**src/hdl/ffra_pkg.sv**
```systemverilog
// Shared constants and types for the first-fit run allocator.
package ffra_pkg;

  localparam int MAX_POS   = 1024;
  localparam int POS_W     = 10;
  localparam int LEN_W     = 11;
  localparam int WORD_W    = 8;
  localparam int BIT_W     = 3;
  localparam int NUM_WORDS = MAX_POS / WORD_W;
  localparam int ADDR_W    = 7;

  localparam logic OP_LOAD  = 1'b0;
  localparam logic OP_CLAIM = 1'b1;

  localparam logic [LEN_W-1:0] SIZE_RESET = LEN_W'(MAX_POS);

  typedef enum logic [7:0] {
    ST_CLEAR   = 8'b0000_0001,
    ST_IDLE    = 8'b0000_0010,
    ST_LD_RD   = 8'b0000_0100,
    ST_LD_WR   = 8'b0000_1000,
    ST_SCAN    = 8'b0001_0000,
    ST_FLIP_RD = 8'b0010_0000,
    ST_FLIP_WR = 8'b0100_0000,
    ST_RESP    = 8'b1000_0000
  } state_t;

  // Running state of the first-fit scan, carried from one word to the next.
  typedef struct packed {
    logic             hit;
    logic [LEN_W-1:0] len;
    logic [POS_W-1:0] start;
  } scan_t;

endpackage

```
**src/hdl/ffra_ifs.sv**
```systemverilog
// Valid/ready channel interfaces for claim/load items and result items.
interface ffra_in_if;
  logic                      valid;
  logic                      ready;
  logic                      operation;
  logic [ffra_pkg::POS_W-1:0] position;
  logic                      bit_kind;
  logic [ffra_pkg::LEN_W-1:0] request_length;
  modport source(output valid, operation, position, bit_kind, request_length, input ready);
  modport sink(input valid, operation, position, bit_kind, request_length, output ready);
endinterface

interface ffra_out_if;
  logic                      valid;
  logic                      ready;
  logic                      found;
  logic [ffra_pkg::POS_W-1:0] start_position;
  modport source(output valid, found, start_position, input ready);
  modport sink(input valid, found, start_position, output ready);
endinterface

```
**src/hdl/ffra_ram.sv**
```systemverilog
// Generic single-write, single-read RAM with registered read data.
module ffra_ram #(
  parameter int WIDTH = 8,
  parameter int DEPTH = 128
) (
  input  logic                     clk,
  input  logic                     we,
  input  logic [$clog2(DEPTH)-1:0] waddr,
  input  logic [WIDTH-1:0]         wdata,
  input  logic [$clog2(DEPTH)-1:0] raddr,
  output logic [WIDTH-1:0]         rdata
);

  logic [WIDTH-1:0] mem [DEPTH];

  always_ff @(posedge clk) begin
    if (we) begin
      mem[waddr] <= wdata;
    end
    rdata <= mem[raddr];
  end

endmodule

```
**src/hdl/ffra_word_scan.sv**
```systemverilog
// Advances the first-fit run search across one bitmap word.
module ffra_word_scan (
  input  logic [ffra_pkg::WORD_W-1:0] data,
  input  logic [ffra_pkg::ADDR_W-1:0] word_idx,
  input  logic [ffra_pkg::LEN_W-1:0]  n_eff,
  input  logic                        kind,
  input  logic [ffra_pkg::LEN_W-1:0]  req_len,
  input  ffra_pkg::scan_t             scan_in,
  output ffra_pkg::scan_t             scan_out
);

  always_comb begin
    logic [ffra_pkg::POS_W-1:0] g;
    logic                       same;
    scan_out = scan_in;
    for (int b = 0; b < ffra_pkg::WORD_W; b++) begin
      g    = {word_idx, ffra_pkg::BIT_W'(b)};
      same = ({1'b0, g} < n_eff) && (data[b] == kind);
      // The first run to reach the requested length is the leftmost fitting run.
      if (!scan_out.hit) begin
        if (same) begin
          if (scan_out.len == '0) begin
            scan_out.start = g;
          end
          scan_out.len = scan_out.len + 1'b1;
          if (scan_out.len == req_len) begin
            scan_out.hit = 1'b1;
          end
        end else begin
          scan_out.len = '0;
        end
      end
    end
  end

endmodule

```
**src/hdl/first_fit_run_allocator_core.sv**
```systemverilog
// First-fit run allocator: bitmap in one word RAM, word-serial scan and flip.
// The bitmap lives in a 128 x 8-bit RAM. After reset a clearing pass over all 128
// words zeroes it, during which no item is accepted. A load item reads, modifies
// and writes back one word. A claim scans one word per cycle from word 0
// through the word holding the last active position, stopping at the first run
// that reaches the requested length; it then reads and rewrites each word
// covering the flipped bits. One item is in work at a time; a result waits in
// an output register.
module first_fit_run_allocator_core (
  input  logic                       clk,
  input  logic                       rst_n,
  input  logic                       cfg_we,
  input  logic [ffra_pkg::LEN_W-1:0] cfg_wdata,
  ffra_in_if.sink                    in_ch,
  ffra_out_if.source                 out_ch
);

  localparam int AW = ffra_pkg::ADDR_W;
  localparam int LW = ffra_pkg::LEN_W;
  localparam int PW = ffra_pkg::POS_W;
  localparam int WW = ffra_pkg::WORD_W;

  ffra_pkg::state_t state_r, state_nxt;
  logic [LW-1:0] size_r, size_nxt;
  logic [AW-1:0] addr_r, addr_nxt;
  logic [AW-1:0] last_r, last_nxt;
  logic          issue_r, issue_nxt;
  logic          proc_valid_r, proc_valid_nxt;
  logic [AW-1:0] proc_addr_r, proc_addr_nxt;
  ffra_pkg::scan_t scan_r, scan_nxt, scan_res;
  logic          kind_r, kind_nxt;
  logic [LW-1:0] k_r, k_nxt;
  logic [PW-1:0] pos_r, pos_nxt;
  logic [LW-1:0] end_r, end_nxt;
  logic          res_found_r, res_found_nxt;
  logic [PW-1:0] res_start_r, res_start_nxt;
  logic          out_valid_r, out_valid_nxt;
  logic          out_found_r, out_found_nxt;
  logic [PW-1:0] out_start_r, out_start_nxt;

  logic [LW-1:0] n_eff;
  logic [LW-1:0] n_m1;
  logic [LW-1:0] end_new;
  logic [LW-1:0] end_m1;
  logic          ram_we;
  logic [AW-1:0] ram_waddr, ram_raddr;
  logic [WW-1:0] ram_wdata, ram_rdata;
  logic [WW-1:0] flip_mask;

  assign n_eff   = (size_r > ffra_pkg::SIZE_RESET) ? ffra_pkg::SIZE_RESET : size_r;
  assign n_m1    = n_eff - 1'b1;
  assign end_new = LW'(scan_res.start) + k_r;
  assign end_m1  = end_r - 1'b1;

  ffra_ram #(.WIDTH(WW), .DEPTH(ffra_pkg::NUM_WORDS)) u_ram (
    .clk  (clk),
    .we   (ram_we),
    .waddr(ram_waddr),
    .wdata(ram_wdata),
    .raddr(ram_raddr),
    .rdata(ram_rdata)
  );

  ffra_word_scan u_scan (
    .data    (ram_rdata),
    .word_idx(proc_addr_r),
    .n_eff   (n_eff),
    .kind    (kind_r),
    .req_len (k_r),
    .scan_in (scan_r),
    .scan_out(scan_res)
  );

  always_comb begin
    logic [LW-1:0] g;
    for (int b = 0; b < WW; b++) begin
      g = {1'b0, addr_r, ffra_pkg::BIT_W'(b)};
      flip_mask[b] = (g >= LW'(scan_r.start)) && (g < end_r);
    end
  end

  assign in_ch.ready           = (state_r == ffra_pkg::ST_IDLE);
  assign out_ch.valid          = out_valid_r;
  assign out_ch.found          = out_found_r;
  assign out_ch.start_position = out_start_r;

  always_comb begin
    state_nxt      = state_r;
    size_nxt       = cfg_we ? cfg_wdata : size_r;
    addr_nxt       = addr_r;
    last_nxt       = last_r;
    issue_nxt      = issue_r;
    proc_valid_nxt = 1'b0;
    proc_addr_nxt  = proc_addr_r;
    scan_nxt       = scan_r;
    kind_nxt       = kind_r;
    k_nxt          = k_r;
    pos_nxt        = pos_r;
    end_nxt        = end_r;
    res_found_nxt  = res_found_r;
    res_start_nxt  = res_start_r;
    out_valid_nxt  = out_valid_r && !out_ch.ready;
    out_found_nxt  = out_found_r;
    out_start_nxt  = out_start_r;
    ram_we         = 1'b0;
    ram_waddr      = addr_r;
    ram_wdata      = '0;
    ram_raddr      = addr_r;

    unique case (state_r)
      ffra_pkg::ST_CLEAR: begin
        ram_we   = 1'b1;
        addr_nxt = addr_r + 1'b1;
        if (addr_r == AW'(ffra_pkg::NUM_WORDS - 1)) begin
          state_nxt = ffra_pkg::ST_IDLE;
        end
      end
      ffra_pkg::ST_IDLE: begin
        if (in_ch.valid) begin
          kind_nxt = in_ch.bit_kind;
          k_nxt    = in_ch.request_length;
          pos_nxt  = in_ch.position;
          if (in_ch.operation == ffra_pkg::OP_LOAD) begin
            addr_nxt  = in_ch.position[PW-1:ffra_pkg::BIT_W];
            state_nxt = ffra_pkg::ST_LD_RD;
          end else if (in_ch.request_length == '0 || n_eff == '0) begin
            res_found_nxt = 1'b0;
            res_start_nxt = '0;
            state_nxt     = ffra_pkg::ST_RESP;
          end else begin
            addr_nxt  = '0;
            last_nxt  = n_m1[PW-1:ffra_pkg::BIT_W];
            issue_nxt = 1'b1;
            scan_nxt  = '0;
            state_nxt = ffra_pkg::ST_SCAN;
          end
        end
      end
      ffra_pkg::ST_LD_RD: begin
        state_nxt = ffra_pkg::ST_LD_WR;
      end
      ffra_pkg::ST_LD_WR: begin
        ram_we    = 1'b1;
        ram_wdata = ram_rdata;
        ram_wdata[pos_r[ffra_pkg::BIT_W-1:0]] = kind_r;
        state_nxt = ffra_pkg::ST_IDLE;
      end
      ffra_pkg::ST_SCAN: begin
        // Reads stream one word a cycle; the word read last cycle is evaluated now.
        if (issue_r) begin
          proc_valid_nxt = 1'b1;
          proc_addr_nxt  = addr_r;
          addr_nxt       = addr_r + 1'b1;
          issue_nxt      = (addr_r != last_r);
        end
        if (proc_valid_r) begin
          scan_nxt = scan_res;
          if (scan_res.hit) begin
            proc_valid_nxt = 1'b0;
            end_nxt        = end_new;
            addr_nxt       = scan_res.start[PW-1:ffra_pkg::BIT_W];
            last_nxt       = AW'((end_new - 1'b1) >> ffra_pkg::BIT_W);
            res_found_nxt  = 1'b1;
            res_start_nxt  = scan_res.start;
            state_nxt      = ffra_pkg::ST_FLIP_RD;
          end else if (proc_addr_r == last_r) begin
            res_found_nxt = 1'b0;
            res_start_nxt = '0;
            state_nxt     = ffra_pkg::ST_RESP;
          end
        end
      end
      ffra_pkg::ST_FLIP_RD: begin
        state_nxt = ffra_pkg::ST_FLIP_WR;
      end
      ffra_pkg::ST_FLIP_WR: begin
        ram_we    = 1'b1;
        ram_wdata = kind_r ? (ram_rdata & ~flip_mask) : (ram_rdata | flip_mask);
        if (addr_r == end_m1[PW-1:ffra_pkg::BIT_W]) begin
          state_nxt = ffra_pkg::ST_RESP;
        end else begin
          addr_nxt  = addr_r + 1'b1;
          state_nxt = ffra_pkg::ST_FLIP_RD;
        end
      end
      ffra_pkg::ST_RESP: begin
        if (!out_valid_r || out_ch.ready) begin
          out_valid_nxt = 1'b1;
          out_found_nxt = res_found_r;
          out_start_nxt = res_start_r;
          state_nxt     = ffra_pkg::ST_IDLE;
        end
      end
      default: begin
        state_nxt = ffra_pkg::ST_CLEAR;
      end
    endcase
  end

  always_ff @(posedge clk) begin
    if (!rst_n) begin
      state_r      <= ffra_pkg::ST_CLEAR;
      size_r       <= ffra_pkg::SIZE_RESET;
      addr_r       <= '0;
      issue_r      <= 1'b0;
      proc_valid_r <= 1'b0;
      out_valid_r  <= 1'b0;
    end else begin
      state_r      <= state_nxt;
      size_r       <= size_nxt;
      addr_r       <= addr_nxt;
      issue_r      <= issue_nxt;
      proc_valid_r <= proc_valid_nxt;
      out_valid_r  <= out_valid_nxt;
    end
  end

  always_ff @(posedge clk) begin
    last_r      <= last_nxt;
    proc_addr_r <= proc_addr_nxt;
    scan_r      <= scan_nxt;
    kind_r      <= kind_nxt;
    k_r         <= k_nxt;
    pos_r       <= pos_nxt;
    end_r       <= end_nxt;
    res_found_r <= res_found_nxt;
    res_start_r <= res_start_nxt;
    out_found_r <= out_found_nxt;
    out_start_r <= out_start_nxt;
  end

  a_ready_idle: assert property (@(posedge clk) disable iff (!rst_n)
    in_ch.ready |-> state_r == ffra_pkg::ST_IDLE)
    else $error("input ready outside idle");

  a_proc_in_scan: assert property (@(posedge clk) disable iff (!rst_n)
    proc_valid_r |-> state_r == ffra_pkg::ST_SCAN)
    else $error("word evaluated outside scan");

  a_flip_bound: assert property (@(posedge clk) disable iff (!rst_n)
    (state_r == ffra_pkg::ST_FLIP_WR) |-> (end_r <= ffra_pkg::SIZE_RESET && end_r != '0))
    else $error("flip range beyond bitmap");

  a_write_states: assert property (@(posedge clk) disable iff (!rst_n)
    ram_we |-> (state_r == ffra_pkg::ST_CLEAR || state_r == ffra_pkg::ST_LD_WR ||
                state_r == ffra_pkg::ST_FLIP_WR))
    else $error("bitmap write in wrong state");

endmodule

```
**src/flat_wrapper.sv**
```systemverilog
// flat-port wrapper written by rule: the top's interface ports become plain ports
module first_fit_run_allocator_core_flat 
  (clk, rst_n, cfg_we, cfg_wdata, in_ch_valid, in_ch_operation, in_ch_position, in_ch_bit_kind, in_ch_request_length, in_ch_ready, out_ch_valid, out_ch_found, out_ch_start_position, out_ch_ready);
  ffra_in_if in_ch_i ();
  ffra_out_if out_ch_i ();
  input  logic clk;
  input  logic rst_n;
  input  logic cfg_we;
  input  logic [ffra_pkg::LEN_W-1:0] cfg_wdata;
  input wire logic [$bits(in_ch_i.valid)-1:0] in_ch_valid;
  input wire logic [$bits(in_ch_i.operation)-1:0] in_ch_operation;
  input wire logic [$bits(in_ch_i.position)-1:0] in_ch_position;
  input wire logic [$bits(in_ch_i.bit_kind)-1:0] in_ch_bit_kind;
  input wire logic [$bits(in_ch_i.request_length)-1:0] in_ch_request_length;
  output wire logic [$bits(in_ch_i.ready)-1:0] in_ch_ready;
  output wire logic [$bits(out_ch_i.valid)-1:0] out_ch_valid;
  output wire logic [$bits(out_ch_i.found)-1:0] out_ch_found;
  output wire logic [$bits(out_ch_i.start_position)-1:0] out_ch_start_position;
  input wire logic [$bits(out_ch_i.ready)-1:0] out_ch_ready;
  assign in_ch_i.valid = in_ch_valid;
  assign in_ch_i.operation = in_ch_operation;
  assign in_ch_i.position = in_ch_position;
  assign in_ch_i.bit_kind = in_ch_bit_kind;
  assign in_ch_i.request_length = in_ch_request_length;
  assign in_ch_ready = in_ch_i.ready;
  assign out_ch_valid = out_ch_i.valid;
  assign out_ch_found = out_ch_i.found;
  assign out_ch_start_position = out_ch_i.start_position;
  assign out_ch_i.ready = out_ch_ready;
  first_fit_run_allocator_core u_core (.clk(clk), .rst_n(rst_n), .cfg_we(cfg_we), .cfg_wdata(cfg_wdata), .in_ch(in_ch_i), .out_ch(out_ch_i));
endmodule
```
**config.mk**
```make
export PLATFORM = sky130hd
export DESIGN_NAME = first_fit_run_allocator_core_flat
export DESIGN_NICKNAME = d
export VERILOG_FILES = /design/src/hdl/ffra_pkg.sv /design/src/hdl/ffra_ifs.sv /design/src/hdl/ffra_ram.sv /design/src/hdl/ffra_word_scan.sv /design/src/hdl/first_fit_run_allocator_core.sv /design/src/flat_wrapper.sv
export SDC_FILE = /design/constraint.sdc
export NUM_CORES = 2
export LEC_CHECK = 0
export ABC_CLOCK_PERIOD_IN_PS = 16210
export BUFFER_PORTS_ARGS = -buffer_cell sky130_fd_sc_hd__buf_2
export CAP_MARGIN = 0
export CORE_MARGIN = 4
export CORE_UTILIZATION = 50
export CTS_CLUSTER_SIZE = 40
export DETAILED_ROUTE_END_ITERATION = 16
export GPL_TIMING_DRIVEN = 0
export PLACE_DENSITY = 0.65
export SYNTH_ARGS = -nofsm -noshare
export SYNTH_HDL_FRONTEND = slang
export SYNTH_SLANG_ARGS = --single-unit
```
**constraint.sdc**
```tcl
create_clock -name clk -period 16.21 [get_ports clk]
set_input_delay 2.4315 -clock clk [delete_from_list [all_inputs] [get_ports clk]]
set_output_delay 2.4315 -clock clk [all_outputs]
set_load 0.03 [all_outputs]
```
After elaboration in Yosys (flattened, before gate mapping). Memories as Yosys holds them, arrays and structs flattened. A register that Yosys moved wholly into a read port is not among the register bits. Index checks and enable logic that the tools add are counted.

Flip-flop bits (word level): 113. Bits in writable memories: 1024. Input bits: 39. Output and inout port bits: 13. Logic and storage cells: 258. Memories: 1.

Memory list: u_core.u_ram.mem (depth 128, width 8, read ports 1, clocked after Yosys merged registers in 1, write ports 1, RTL line ffra_ram.sv:14) `logic [WIDTH-1:0] mem [DEPTH];`.

Add/subtract/negate cells: 13. Order comparisons: 27. Equal/unequal tests: 39. Mux-type cells: 110. Bitwise operators: 3. Reduce and logical (&&, ||, !) cells: 46.

Operator list (number): 2-to-1 mux 22 bit (12); 2-to-1 mux 10 bit (22); < comparator 10 x 11 -> 1 bit (16); zero test 11 bit (10); 2-to-1 mux 11 bit (9); adder 11 x 1 -> 11 bit, second input constant (8); equality test 11 bit (8); 2-to-1 mux 7 bit (12); greater-or-equal comparator 10 bit (8); 2-to-1 mux 8 bit (10); one-hot mux 8 bit (8 select lines) (1); one-hot mux 22 bit (2 select lines) (1); 2-to-1 mux 1 bit (35); subtractor 10 x 1 -> 10 bit, second input constant (3); one-hot mux 7 bit (4 select lines) (1); one-hot mux 10 bit (2 select lines) (1); logical AND 1 bit (18); one-hot mux 8 bit (2 select lines) (1); equality test 7 bit (2); one-hot mux 7 bit (2 select lines) (1); AND reduction 6 bit (2); adder 10 x 11 -> 11 bit (1); greater-than comparator 11 bit, second input constant (1); != test 2 x 1 -> 1 bit, second input constant (5); other kinds (32) (50).

Logic depth before layout (Yosys ltp).
Depth after elaboration: 46. Depth in mapped cells: 72. Gate-level depth less buffers: 60.

Hierarchy. Synthesis repeated with hierarchy kept, for this count alone.

Cells, all modules: 3447. Area total of the unflattened synthesis: 54442.2 um2.

Modules (own cells, without submodules): ffra_ram (times used 1, cells each 1635, area each 39665.5 um2, sequential area each 30909.6 um2); ffra_word_scan (times used 1, cells each 1178, area each 8207.9 um2, sequential area each 0.0 um2); first_fit_run_allocator_core (times used 1, cells each 634, area each 6568.8 um2, sequential area each 3103.0 um2).

Worst setup path before layout. No wires, ideal clock.

Path kind: register to register. From: register u_core.size_r[10]. To: register u_core.last_r[6] (data pin). Setup time: 0.262 ns. Arrival time: 13.120 ns. Required time: 15.948 ns. Path slack: 2.828 ns. Cell stages (with the launch flop): 70. Period minus slack after synthesis: 13.382 ns. Cell sequence: dfxtp_1 buf_2 inv_1 clkbuf_1 nand2_1 ha_1 a211oi_2 o32ai_2 or4_1 buf_2 nor2_1 a21boi_0 inv_1 ha_1 inv_1 a211oi_2 a31oi_1 or2_1 [34 not listed] and3_1 clkbuf_1 a21oi_1 nand3_1 mux2i_1 inv_1 ha_1 inv_1 o21bai_1 a21oi_1 o21bai_1 a21oi_1 nor2_1 nor2_1 xnor2_1 a21oi_1 nand2_1 xor2_1.

RTL lines: start, declared (RTL line first_fit_run_allocator_core.sv:24) `logic [LW-1:0] size_r, size_nxt;`; start signal, assigned (RTL line first_fit_run_allocator_core.sv:203) `size_r <= ffra_pkg::SIZE_RESET;`; start signal, assigned (RTL line first_fit_run_allocator_core.sv:210) `size_r <= size_nxt;`; end signal, assigned (RTL line first_fit_run_allocator_core.sv:219) `last_r <= last_nxt;`; end, declared (RTL line first_fit_run_allocator_core.sv:26) `logic [AW-1:0] last_r, last_nxt;`.

Final worst setup path.
From: register u_core.size_r[10]. To: register u_core.res_start_r[4], enable pin.

Longest elaborated chain between the ends: 31. Elaborated cells on any way between the ends: 67. Those cells by class: add/sub: 7; order compare: 9; eq/ne: 9; mux: 31; reduce/logical: 11.

Ends and longest elaborated chain: greater-than comparator 11 bit (RTL line first_fit_run_allocator_core.sv:50) `assign n_eff = (size_r > ffra_pkg::SIZE_RESET) ? ffra_pkg::SIZE_RESET : size_r;`; 2-to-1 mux 11 bit (*) (RTL line first_fit_run_allocator_core.sv:50); < comparator 10 x 11 -> 1 bit (RTL line ffra_word_scan.sv:18) `same = ({1'b0, g} < n_eff) && (data[b] == kind);`; logical AND 1 bit (RTL line ffra_word_scan.sv:18); 2-to-1 mux 11 bit (RTL line ffra_word_scan.sv:21) `if (same) begin`; 2-to-1 mux 22 bit (RTL line ffra_word_scan.sv:20) `if (!scan_out.hit) begin`; adder 11 x 1 -> 11 bit (RTL line ffra_word_scan.sv:25) `scan_out.len = scan_out.len + 1'b1;`; 2-to-1 mux 11 bit / equality test 11 bit (equally long branches) (RTL line ffra_word_scan.sv:21, ffra_word_scan.sv:26); [15 not listed]; 2-to-1 mux 22 bit (RTL line ffra_word_scan.sv:20); adder 11 x 1 -> 11 bit (RTL line ffra_word_scan.sv:25); equality test 11 bit (RTL line ffra_word_scan.sv:26) `if (scan_out.len == req_len) begin`; 2-to-1 mux 1 bit (RTL line ffra_word_scan.sv:26); 2-to-1 mux 1 bit (RTL line ffra_word_scan.sv:21); 2-to-1 mux 22 bit (RTL line ffra_word_scan.sv:20); != test 3 x 1 -> 1 bit (no source line); AND reduction 6 bit (no source line) (*); end signal, assigned (RTL line first_fit_run_allocator_core.sv:227) `res_start_r <= res_start_nxt;`; end, declared (RTL line first_fit_run_allocator_core.sv:36) `logic [PW-1:0] res_start_r, res_start_nxt;`.

Every way passes the cells marked *; elsewhere a longest branch is shown, timed or not. A chain may end at the register's enable or synchronous reset.

==> results.json <==
{
  "fin_cells": 5646,
  "worst-setup-path-type": "register to register",
  "period_minus_slack_ns": 15.46,
  "viasPerCell": 7.12,
  "cp_max_fo": 11,
  "place.gp.congestion": 1.03,
  "htree_levels": 3,
  "layout_setup_ws_ns": 0.753,
  "finalSetupTns_ns": 0,
  "path_delay_family": "simple AND/OR/NAND/NOR gates",
  "die_area_sq_um": 110000,
  "antenna_found_initial": 14,
  "clockBufferDepth": 3,
  "drc": 0,
  "die_y_um": 331,
  "synth_flop_cell": "edfxtp_1",
  "fp-row-count": 118,
  "synth-seq-area-share_pct": 65.1,
  "final_common_cell": "edfxtp_1",
  "vias": 40172,
  "cpMostUsedCell": "buf_2",
  "worst_pin_slew_ns": 1.66,
  "hpwl_mm": 140,
  "drv_slew": 196,
  "syn_inst": 3974,
  "syn_area_sq_um": 52200,
  "ir_drop_mv": 0.119,
  "detail-route-antenna-nets": 0,
  "fmax_mhz": 64.7,
  "drtIter0Drc": 6720,
  "clk_latency_ns": 0.73,
  "grt_max_degree": 88,
  "grt.total_usage_pct": 36.4,
  "startpoint_type": "register",
  "slew_headroom_pct": -10.7,
  "endpoint_kind": "register",
  "fin_crit_sh_pct": 95.4,
  "clkSlewWorstSetupHoldPaths_ns": 0.06,
  "hold_path.class": "register to register",
  "start_util_pct": 50.4,
  "post-place-ws_ns": -1.51,
  "cts_made_buffers": 108,
  "synth.avg_cell_area_sq_um": 13.1,
  "yosysWarnings": 0,
  "final_cell_area_sq_um": 58600,
  "critPathMaxStageDelay_ns": 0.79,
  "ys_types": 123,
  "cap_violations": 21,
  "grt-ovfl-total": 0,
  "synth-seq-cells": 1145,
  "ys_async_sr_fraction_pct": 0,
  "synthesis.nets": 4065,
  "worst_ep_arrival_time_ns": 15.80,
  "cts.sink_count": 1145,
  "hold_slack_ns": 0.420,
  "core_sq_um": 104000,
  "wl_mm": 207,
  "cts_tree": "built",
  "post-route-util_pct": 56.6,
  "clockRootBuffer": "clkbuf_16",
  "grt_pass1_vias": 36993,
  "failed_checks": "max-capacitance violations, max-slew violations",
  "area_growth_pct": 12.2,
  "fp.dieW_um": 331,
  "dp.cells": 5437,
  "power_density_nw_per_um2": 108,
  "most-common-layout-cells": "edfxtp_1, a22oi_1, nor2_1",
  "final_layout_size_suffix_gt1_share_pct": 10.1,
  "grt_pass1_wl_mm": 285,
  "wl_per_cell_um": 36.7,
  "synth_edf_count": 1108,
  "pin_count": 52,
  "firstDrtPassIters": 8,
  "fin_nets": 4263,
  "cp_slowest_cell": "nor4_2",
  "setup_viol": 0,
  "cp.required_ns": 16.56,
  "path_buf_inv": 15,
  "skew_ns": 0.0592,
  "report.final.hold_viol_count": 0,
  "port_buffers": 51,
  "p_total_mw": 6.32,
  "p_leak_nw": 18.9,
  "place_area_sq_um": 54900,
  "status": "finished with violations"
}
## what timing repair did
item	CTS	global route
setup endpoints to repair	38	68
pin swaps	0	3
setup buffers	0	4
gates resized for setup	19	25
hold buffers	0	0
endpoints found under the hold margin	0	0
## area by class of cell
| cell class | count | area [sq um] |
|---|---|---|
| antenna | 6 | 15.0 |
| buffer | 262 | 1100 |
| clock buffer | 137 | 2860 |
| clock inverter | 61 | 546 |
| fill | 8471 | 45000 |
| inverter | 85 | 319 |
| multi-input combinational | 2480 | 17100 |
| sequential | 1145 | 34000 |
| tap | 1380 | 1730 |
| timing repair buffer | 90 | 878 |
## layer usage
metal  routed length [um]  share of wire, %  global-route usage, %  up-vias
met5                   57             0.028                      0        -
met4                16000               7.7                   22.7        8
met3                29400                14                   12.7      731
met2                89600                43                   54.2     3329
met1                72000                35                   45.8    19758
li1                     -                 -                      -    16346
## cells in the mapped netlist (16+ instances only)
master / number / area, sq um
a211oi_1: 17 / 128
a21oi_1: 115 / 576
a221oi_1: 61 / 534
a22o_1: 69 / 604
a22oi_1: 414 / 3110
a31oi_1: 68 / 425
a41oi_1: 31 / 272
and2_1: 20 / 125
and3_1: 28 / 175
buf_1: 51 / 191
buf_2: 23 / 115
clkbuf_1: 178 / 668
dfxtp_1: 37 / 741
edfxtp_1: 1108 / 33300
ha_1: 51 / 638
inv_1: 81 / 304
mux2i_1: 41 / 410
nand2_1: 182 / 683
nand2b_1: 21 / 131
nand3_1: 88 / 440
nand4_1: 114 / 713
nor2_1: 308 / 1160
nor2b_1: 29 / 181
nor3_1: 80 / 400
nor4_1: 43 / 269
o211ai_1: 38 / 285
o21a_1: 21 / 158
o21ai_0: 99 / 495
o31ai_1: 27 / 203
or2_2: 21 / 131
or3_1: 17 / 106
or4_1: 16 / 120
xnor2_1: 127 / 1110
xor2_1: 34 / 298
## worst paths after layout
| check | cells after the start | end | slack (ns) | from |
|---|---|---|---|---|
| worst max-delay path | 58 | u_core.res_start_r[4] | 0.75 | u_core.size_r[10] |
| worst min-delay path | 0 | u_core.out_ch.start_position[1] | 0.42 | u_core.res_start_r[1] |
| worst max register to register | 58 | u_core.res_start_r[4] | 0.75 | u_core.size_r[10] |
| worst min register to register | 0 | u_core.out_ch.start_position[1] | 0.42 | u_core.res_start_r[1] |
## registers in the layout (all words and copies together) (netlist names)
signal / flops
u_core.u_ram.mem: 1024
u_core.scan_r: 22
u_core.end_r: 11
u_core.k_r: 11
u_core.size_r: 11
u_core.out_ch.start_position: 10
u_core.res_start_r: 10
u_core.state_r: 8
u_core.u_ram.rdata: 8
u_core.addr_r: 7
u_core.last_r: 7
u_core.proc_addr_r: 7
u_core.pos_r: 3
u_core.issue_r: 1
u_core.kind_r: 1
u_core.out_ch.found: 1
u_core.out_ch.valid: 1
u_core.proc_valid_r: 1
u_core.res_found_r: 1
## cell families (layout without fill, tap and decap cells)
kind of cell | Yosys count | after routing | synth area share [%]
buffers and inverters | 349 | 635 | 2.66
AOI/OAI and AO/OA | 1169 | 1169 | 16.7
DFF | 1145 | 1145 | 65.1
xor gates and xnor gates | 170 | 170 | 3.09
muxes | 47 | 47 | 0.949
other | 0 | 6 | 0
and+or+nand+nor | 1042 | 1042 | 10.2
adders and majority gates | 52 | 52 | 1.26
## power breakdown
part           total [mW]  internal [mW]  switching (mW)
Combinational       0.593          0.135           0.459
Sequential           3.23           3.22          0.0136
Clock                2.50           1.36            1.13
No activity file was read; power rests on OpenSTA's default activity.
